### src/rtl/core/pt_pkg.sv
package pt_pkg;

   localparam logic [3:0] MODE_CTRL        = 4'd0;
   localparam logic [3:0] MODE_SWEEP_WRITE = 4'd1;
   localparam logic [3:0] MODE_TIMER_LOW   = 4'd2;
   localparam logic [3:0] MODE_TIMER_HIGH  = 4'd3;
   localparam logic [3:0] MODE_ENABLE      = 4'd4;
   localparam logic [3:0] MODE_TIMER_TICK  = 4'd5;
   localparam logic [3:0] MODE_ENV_TICK    = 4'd6;
   localparam logic [3:0] MODE_LENGTH_TICK = 4'd7;
   localparam logic [3:0] MODE_SWEEP_TICK  = 4'd8;

   localparam logic [3:0]  ENV_MAX    = 4'd15;
   localparam logic [10:0] MIN_PERIOD = 11'd8;

   typedef struct packed {
      logic [1:0]  duty_select;
      logic        halt_loop;
      logic        const_volume;
      logic [3:0]  volume_or_period;
      logic        sweep_on;
      logic [2:0]  sweep_divider_period;
      logic        sweep_down;
      logic [2:0]  sweep_amount;
      logic        sweep_reload_flag;
      logic [2:0]  sweep_divider;
      logic [10:0] tone_period;
      logic [10:0] tone_timer;
      logic [2:0]  sequence_step;
      logic [7:0]  note_length;
      logic        channel_enabled;
      logic        envelope_restart;
      logic [3:0]  envelope_level;
      logic [3:0]  envelope_divider;
   } chan_state_type;

   typedef struct packed {
      logic [3:0] level;
      logic       muted;
      logic       length_active;
   } chan_result_type;

   function automatic logic duty_bit(input logic [1:0] sel, input logic [2:0] step);
      logic [7:0] row;
      case (sel)
         2'd0:    row = 8'b0000_0010;
         2'd1:    row = 8'b0000_0110;
         2'd2:    row = 8'b0001_1110;
         2'd3:    row = 8'b1111_1001;
         default: row = 8'b0000_0000;
      endcase
      return row[step];
   endfunction

   function automatic logic [7:0] length_load(input logic [4:0] idx);
      logic [7:0] v;
      case (idx)
         5'd0:  v = 8'd10;   5'd1:  v = 8'd254;  5'd2:  v = 8'd20;   5'd3:  v = 8'd2;
         5'd4:  v = 8'd40;   5'd5:  v = 8'd4;    5'd6:  v = 8'd80;   5'd7:  v = 8'd6;
         5'd8:  v = 8'd160;  5'd9:  v = 8'd8;    5'd10: v = 8'd60;   5'd11: v = 8'd10;
         5'd12: v = 8'd14;   5'd13: v = 8'd12;   5'd14: v = 8'd26;   5'd15: v = 8'd14;
         5'd16: v = 8'd12;   5'd17: v = 8'd16;   5'd18: v = 8'd24;   5'd19: v = 8'd18;
         5'd20: v = 8'd48;   5'd21: v = 8'd20;   5'd22: v = 8'd96;   5'd23: v = 8'd22;
         5'd24: v = 8'd192;  5'd25: v = 8'd24;   5'd26: v = 8'd72;   5'd27: v = 8'd26;
         5'd28: v = 8'd16;   5'd29: v = 8'd28;   5'd30: v = 8'd32;   5'd31: v = 8'd30;
         default: v = 8'd0;
      endcase
      return v;
   endfunction

endpackage

### src/rtl/core/pulse_tone_channel.sv
// channel  | ports                                         | direction
// req      | req_valid, req_stall, req_mode, req_data_byte | in (item in)
// rsp      | rsp_valid, rsp_stall, rsp_level, rsp_muted,   | out (item out)
//          | rsp_length_active                             |
// csr      | csr_wr_en, csr_wr_data (first_channel)        | in
//
// One item per cycle sustained while rsp_stall is low; an accepted item passes
// through the input register, then the channel update into the result register.
// Synchronous active-high reset clears channel state; first_channel resets to 1.
// A stalled result holds the result register; req_stall rises only when the
// input register is full and cannot move on.
module pulse_tone_channel
   import pt_pkg::*;
(
   input  logic       clock,
   input  logic       reset,
   input  logic       req_valid,
   output logic       req_stall,
   input  logic [3:0] req_mode,
   input  logic [7:0] req_data_byte,
   output logic       rsp_valid,
   input  logic       rsp_stall,
   output logic [3:0] rsp_level,
   output logic       rsp_muted,
   output logic       rsp_length_active,
   input  logic       csr_wr_en,
   input  logic       csr_wr_data
);

   logic            first_channel_ff;
   logic            in_valid_ff;
   logic [3:0]      in_mode_ff;
   logic [7:0]      in_data_ff;
   logic            out_valid_ff;
   chan_result_type out_ff;
   chan_result_type result;
   logic            advance;
   logic            item_en;

   assign advance   = !out_valid_ff || !rsp_stall;
   assign item_en   = in_valid_ff && advance;
   assign req_stall = in_valid_ff && !advance;

   always_ff @(posedge clock) begin
      if (reset) begin
         first_channel_ff <= 1'b1;
         in_valid_ff      <= 1'b0;
         out_valid_ff     <= 1'b0;
      end else begin
         if (csr_wr_en) begin
            first_channel_ff <= csr_wr_data;
         end
         if (!req_stall) begin
            in_valid_ff <= req_valid;
         end
         if (advance) begin
            out_valid_ff <= in_valid_ff;
         end
      end
   end

   always_ff @(posedge clock) begin
      if (!req_stall) begin
         in_mode_ff <= req_mode;
         in_data_ff <= req_data_byte;
      end
      if (item_en) begin
         out_ff <= result;
      end
   end

   pt_core u_core (
      .clock         (clock),
      .reset         (reset),
      .item_en       (item_en),
      .mode          (in_mode_ff),
      .data_byte     (in_data_ff),
      .first_channel (first_channel_ff),
      .result        (result)
   );

   assign rsp_valid         = out_valid_ff;
   assign rsp_level         = out_ff.level;
   assign rsp_muted         = out_ff.muted;
   assign rsp_length_active = out_ff.length_active;

endmodule

### src/rtl/core/pt_sweep.sv
module pt_sweep
   import pt_pkg::*;
(
   input  logic [10:0] period,
   input  logic [2:0]  amount,
   input  logic        down,
   input  logic        first_channel,
   output logic [10:0] target,
   output logic        out_of_range
);

   logic [10:0] delta;
   logic [11:0] sum;

   // bit 11 flags overflow going up, borrow going down
   always_comb begin
      delta = period >> amount;
      if (down) begin
         sum = {1'b0, period} - {1'b0, delta} - {11'd0, first_channel};
      end else begin
         sum = {1'b0, period} + {1'b0, delta};
      end
      target       = sum[10:0];
      out_of_range = sum[11];
   end

endmodule

### src/rtl/core/pt_core.sv
module pt_core
   import pt_pkg::*;
(
   input  logic            clock,
   input  logic            reset,
   input  logic            item_en,
   input  logic [3:0]      mode,
   input  logic [7:0]      data_byte,
   input  logic            first_channel,
   output chan_result_type result
);

   chan_state_type state_ff;
   chan_state_type state_in;
   logic [10:0]    cur_target;
   logic           cur_oor;
   logic           cur_muted;
   logic [10:0]    nxt_target;
   logic           nxt_oor;
   logic           nxt_muted;

   pt_sweep u_sweep_cur (
      .period        (state_ff.tone_period),
      .amount        (state_ff.sweep_amount),
      .down          (state_ff.sweep_down),
      .first_channel (first_channel),
      .target        (cur_target),
      .out_of_range  (cur_oor)
   );

   assign cur_muted = (state_ff.tone_period < MIN_PERIOD) || cur_oor
                   || (state_ff.note_length == 8'd0) || !state_ff.channel_enabled;

   always_comb begin
      state_in = state_ff;
      if (item_en) begin
         case (mode)
            MODE_CTRL: begin
               state_in.duty_select      = data_byte[7:6];
               state_in.halt_loop        = data_byte[5];
               state_in.const_volume     = data_byte[4];
               state_in.volume_or_period = data_byte[3:0];
               state_in.envelope_restart = 1'b1;
            end
            MODE_SWEEP_WRITE: begin
               state_in.sweep_on             = data_byte[7];
               state_in.sweep_divider_period = data_byte[6:4];
               state_in.sweep_down           = data_byte[3];
               state_in.sweep_amount         = data_byte[2:0];
               state_in.sweep_reload_flag    = 1'b1;
            end
            MODE_TIMER_LOW: begin
               state_in.tone_period[7:0] = data_byte;
            end
            MODE_TIMER_HIGH: begin
               state_in.tone_period[10:8] = data_byte[2:0];
               if (state_ff.channel_enabled) begin
                  state_in.note_length = length_load(data_byte[7:3]);
               end
               state_in.sequence_step    = 3'd0;
               state_in.envelope_restart = 1'b1;
            end
            MODE_ENABLE: begin
               state_in.channel_enabled = data_byte[0];
               if (!data_byte[0]) begin
                  state_in.note_length = 8'd0;
               end
            end
            MODE_TIMER_TICK: begin
               if (state_ff.tone_timer == 11'd0) begin
                  state_in.tone_timer    = state_ff.tone_period;
                  state_in.sequence_step = state_ff.sequence_step + 3'd1;
               end else begin
                  state_in.tone_timer = state_ff.tone_timer - 11'd1;
               end
            end
            MODE_ENV_TICK: begin
               if (state_ff.envelope_restart) begin
                  state_in.envelope_level   = ENV_MAX;
                  state_in.envelope_divider = state_ff.volume_or_period;
                  state_in.envelope_restart = 1'b0;
               end else if (state_ff.envelope_divider != 4'd0) begin
                  state_in.envelope_divider = state_ff.envelope_divider - 4'd1;
               end else begin
                  state_in.envelope_divider = state_ff.volume_or_period;
                  if (state_ff.envelope_level != 4'd0) begin
                     state_in.envelope_level = state_ff.envelope_level - 4'd1;
                  end else if (state_ff.halt_loop) begin
                     state_in.envelope_level = ENV_MAX;
                  end
               end
            end
            MODE_LENGTH_TICK: begin
               if (!state_ff.halt_loop && state_ff.note_length != 8'd0) begin
                  state_in.note_length = state_ff.note_length - 8'd1;
               end
            end
            MODE_SWEEP_TICK: begin
               if (state_ff.sweep_divider == 3'd0 && state_ff.sweep_on
                   && state_ff.sweep_amount != 3'd0 && !cur_muted) begin
                  state_in.tone_period = cur_target;
               end
               if (state_ff.sweep_divider == 3'd0 || state_ff.sweep_reload_flag) begin
                  state_in.sweep_divider     = state_ff.sweep_divider_period;
                  state_in.sweep_reload_flag = 1'b0;
               end else begin
                  state_in.sweep_divider = state_ff.sweep_divider - 3'd1;
               end
            end
            default: begin
               state_in = state_ff;
            end
         endcase
      end
   end

   always_ff @(posedge clock) begin
      if (reset) begin
         state_ff <= '0;
      end else begin
         state_ff <= state_in;
      end
   end

   pt_sweep u_sweep_nxt (
      .period        (state_in.tone_period),
      .amount        (state_in.sweep_amount),
      .down          (state_in.sweep_down),
      .first_channel (first_channel),
      .target        (nxt_target),
      .out_of_range  (nxt_oor)
   );

   always_comb begin
      nxt_muted = (state_in.tone_period < MIN_PERIOD) || nxt_oor
               || (state_in.note_length == 8'd0) || !state_in.channel_enabled;
      result.muted         = nxt_muted;
      result.length_active = (state_in.note_length != 8'd0);
      result.level         = 4'd0;
      if (!nxt_muted && duty_bit(state_in.duty_select, state_in.sequence_step)
          && (nxt_target == nxt_target)) begin
         result.level = state_in.const_volume ? state_in.volume_or_period
                                              : state_in.envelope_level;
      end
   end

endmodule

### config.mk
export PLATFORM = sky130hd
export DESIGN_NAME = pulse_tone_channel
export DESIGN_NICKNAME = d
export VERILOG_FILES = /design/src/rtl/core/pt_pkg.sv /design/src/rtl/core/pulse_tone_channel.sv /design/src/rtl/core/pt_sweep.sv /design/src/rtl/core/pt_core.sv
export SDC_FILE = /design/constraint.sdc
export NUM_CORES = 1
export LEC_CHECK = 0
export BUFFER_PORTS_ARGS = -buffer_cell sky130_fd_sc_hd__buf_2
export CORE_MARGIN = 4
export CORE_UTILIZATION = 30
export CTS_CLUSTER_SIZE = 40
export DETAILED_ROUTE_END_ITERATION = 10
export HOLD_SLACK_MARGIN = 0.02
export SLEW_MARGIN = 20
export SYNTH_ARGS = -nofsm -noshare
export SYNTH_HDL_FRONTEND = slang
export SYNTH_SLANG_ARGS = --single-unit
export TNS_END_PERCENT = 50
### constraint.sdc
create_clock -name clock -period 6.2 [get_ports clock]
set_clock_uncertainty 0.05 [all_clocks]
set_input_delay 1.24 -clock clock [delete_from_list [all_inputs] [get_ports clock]]
set_output_delay 1.24 -clock clock [all_outputs]
set_load 0.02 [all_outputs]
==> out/qor.csv <==
stage,metric,value,unit
outcome,status,"finished, violations left",
outcome,violations,setup timing,
pwr,p_leak,4.42,nW
clock_tree,cts-root-buf,clkbuf_16,
clock_tree,clkTransAtPathRegs,0.07,ns
clock_tree,htreeDepth,3,
synthesis,synth_area_leader_cell,dfxtp_1,
setup_path,crit_type,reg -> reg,
synthesis,yosysMostFrequentCell,nor2_1,
sta,worstMarginPinSlew,1.03,ns
global_routing,grt_pass1_vias,7665,
sta,fmax,0.155,GHz
synthesis,synth.top_cells.by_count,"nor2_1 (115), ha_1 (74), dfxtp_1 (73), inv_1 (73), nand2_1 (68)",
synthesis,synth_warnings,0,
global_routing,grt_pass1_wl,40.3,mm
synthesis,synth_seq_area_share,24.9,%
synthesis,syn_inst,976,
routing,wl,25.4,mm
clock_tree,cts_max_path_buffers,2,
sta,fin_crit,6.47,ns
synthesis,ys_async_sr_fraction,0,%
sta,hold_ws,0.411,ns
setup_path,cp.required,6.24,ns
layout,area_growth,26.5,%
pwr,p_per_area,144,mW/mm^2
pwr,peakVddDrop,154,uV
synthesis,dominantRegCellSynth,dfxtp_1,
synthesis,synthTopCellsByArea,"dfxtp_1 (18%), ha_1 (12%), mux2i_1 (7.5%)",
die,die_w,172,um
setup_path,worstPathArrival,6.51,ns
routing,ant_nets,0,
clock_tree,clk-insertion-delay-late,0.35,ns
clock_tree,clock_sinks,91,
setup_path,slowest_delay,0.44,ns
sta,fin_crit_sh,104,%
global_routing,antenna_found_initial,0,
sta,hold_viol_final,0,
setup_path,critPathSlowestCell,fa_1,
sta,rsz0062_at_grt,true,
synthesis,synth.top_cell.area_share,18.2,%
placed_design,gp_congestion,0.951,
synthesis,syn_nets,1071,
layout,nets,1222,
die,core-area,0.0262,mm^2
synthesis,netlist_area,0.00804,mm^2
die,rows,59,
setup_path,cp-start-kind,flip-flop,
sta,finalSetupViolCount,5,
routing,routedWlPerCell,17.3,um
die,dieArea,0.0295,mm^2
routing,route.detailed.drc,0,
layout,drive_above_1_share,26.2,%
die,ios,26,
routing,detail_route.vias_per_cell,5.41,
worst_hold_path,hp-class,reg -> reg,
placed_design,hpwl,19.6,mm
die,die_y,172,um
synthesis,synth_seq_cells,91,
clock_tree,cts_tree,built,
global_routing,grt_overflow,0,
clock_tree,cts-buffers-inserted,9,
synthesis,synth_cell_type_count,93,
die,start_util,30.7,%
routing,vias,7930,
setup_path,endpoint_kind,flip-flop,
routing,drtIter0Drc,651,
setup_path,worst-path-max-fanout,9,
placed_design,place_ws,-0.363,ns
synthesis,avgSynthCellArea,8.24,um^2
layout,diodes,0,
layout,fillers,2623,
global_routing,grt_max_degree,56,
sta,slew_headroom,30.5,%
job,cap_violations,0,
sta,slew_violations,0,
global_routing,grtUsageTotal,17.0,%
routing,drtPass1Iterations,5,
placed_design,port_buffers,25,
sta,setup_slack,-0.270,ns
synthesis,synth_enable_flop_cells,18,
-- final cells by class --
cell class / count / area [um^2] / share of cell area [%]
multi-input cells: 767 / 5830 / 57.3
clock inverters: 3 / 45.0 / 0.443
well taps: 335 / 419 / 4.12
inverters: 76 / 288 / 2.83
repair buffers: 182 / 1320 / 13.0
clock buffers: 13 / 262 / 2.57
flip-flops and latches: 91 / 2010 / 19.7
-- final timing paths --
check / from / end / slack [ns] / cells after the start
hold / removal: u_core.state_ff[44]$_SDFFE_PP0P_ / u_core.state_ff[44]$_SDFFE_PP0P_ / 0.41 / 2
setup reg to reg: u_core.state_ff[47]$_SDFF_PP0_ / rsp_muted$_DFFE_PP_ / -0.27 / 29
setup / recovery: u_core.state_ff[47]$_SDFF_PP0_ / rsp_muted$_DFFE_PP_ / -0.27 / 29
hold reg to reg: u_core.state_ff[44]$_SDFFE_PP0P_ / u_core.state_ff[44]$_SDFFE_PP0P_ / 0.41 / 2
-- power by group --
group          internal (mW)  switching [mW]  total, mW
logic                  0.119           0.135      0.254
registers              0.617          0.0208      0.638
clock network          0.340           0.236      0.576
-- logic make-up after synthesis --
family	count (synthesis)	share of synthesized area (%)
adders and majority gates	77	12.3
DFF	91	24.9
AOI/OAI and AO/OA	248	22.0
buffers and inverters	118	5.81
xor gates and xnor gates	15	1.63
and+or+nand+nor	346	22.6
muxes	81	10.7
-- routing by layer --
metal	wire length [um]	GRT usage (%)	vias to the layer above	part of all wire, %
li1	-	-	3886	-
met1	11500	22.9	3791	45
met2	12100	28.7	210	48
met3	1280	2.48	43	5.0
met4	531	4.41	0	2.1
met5	0	0	-	0
-- critical path: cells and delay by family, from the launching register on --
kind / cells / cell delay (ns)
flip-flops: 1 / 0.38
buffers and inverters: 2 / 0.23
multiplexers: 4 / 0.80
adder cells (fa/ha/maj): 5 / 1.58
XOR/XNOR: 1 / 0.16
AND/OR/NAND/NOR: 8 / 1.20
AO/OA/AOI/OAI: 9 / 1.79
-- state kept, by name, summed over array words and instances, names as in the netlist, named ones only --
register	count
rsp_muted	1
u_core.state_ff	63
rsp_valid	1
first_channel_ff	1
in_mode_ff	4
in_data_ff	8
in_valid_ff	1
rsp_level	4
rsp_length_active	1
-- stage by stage --
step	instance area [um^2]	util, %	instances	power [mW]	setup TNS (ns)
after CTS	9960	38.0	1460	1.47	-0.489
after global routing	10200	38.8	1467	1.53	-2.54
after global placement	9490	36.2	1435	0.878	-0.871
final	10200	38.8	1467	1.47	-1.10
after detailed placement	9490	36.2	1435	0.880	-1.76
after floorplan	8080	-	976	0.795	0
-- timing repair --
item | 4_1_cts | 5_1_grt
buffers inserted | 9 | 7
resized for setup | 24 | 38
pin swaps | 21 | 30
hold buffers | 0 | 0
endpoints found under the setup margin | 5 | 5
-- cells in the final DEF, fill, tap and decap left out, types with 12 or more instances in the layout --
master	Yosys	final
nand3_1	23	22
buf_4	2	153
a21o_1	12	12
and2_1	15	15
mux2_2	14	14
ha_1	74	69
o21ai_0	39	32
nor2_1	115	111
nand2_1	68	67
edfxtp_1	18	18
a31oi_1	17	16
dfxtp_1	73	72
nand2b_1	13	12
a21oi_1	58	53
o211ai_1	12	12
nor3_1	27	23
a211oi_1	16	16
mux2i_1	60	52
inv_1	73	72
buf_2	7	25
(Power assumes the default switching activity.)
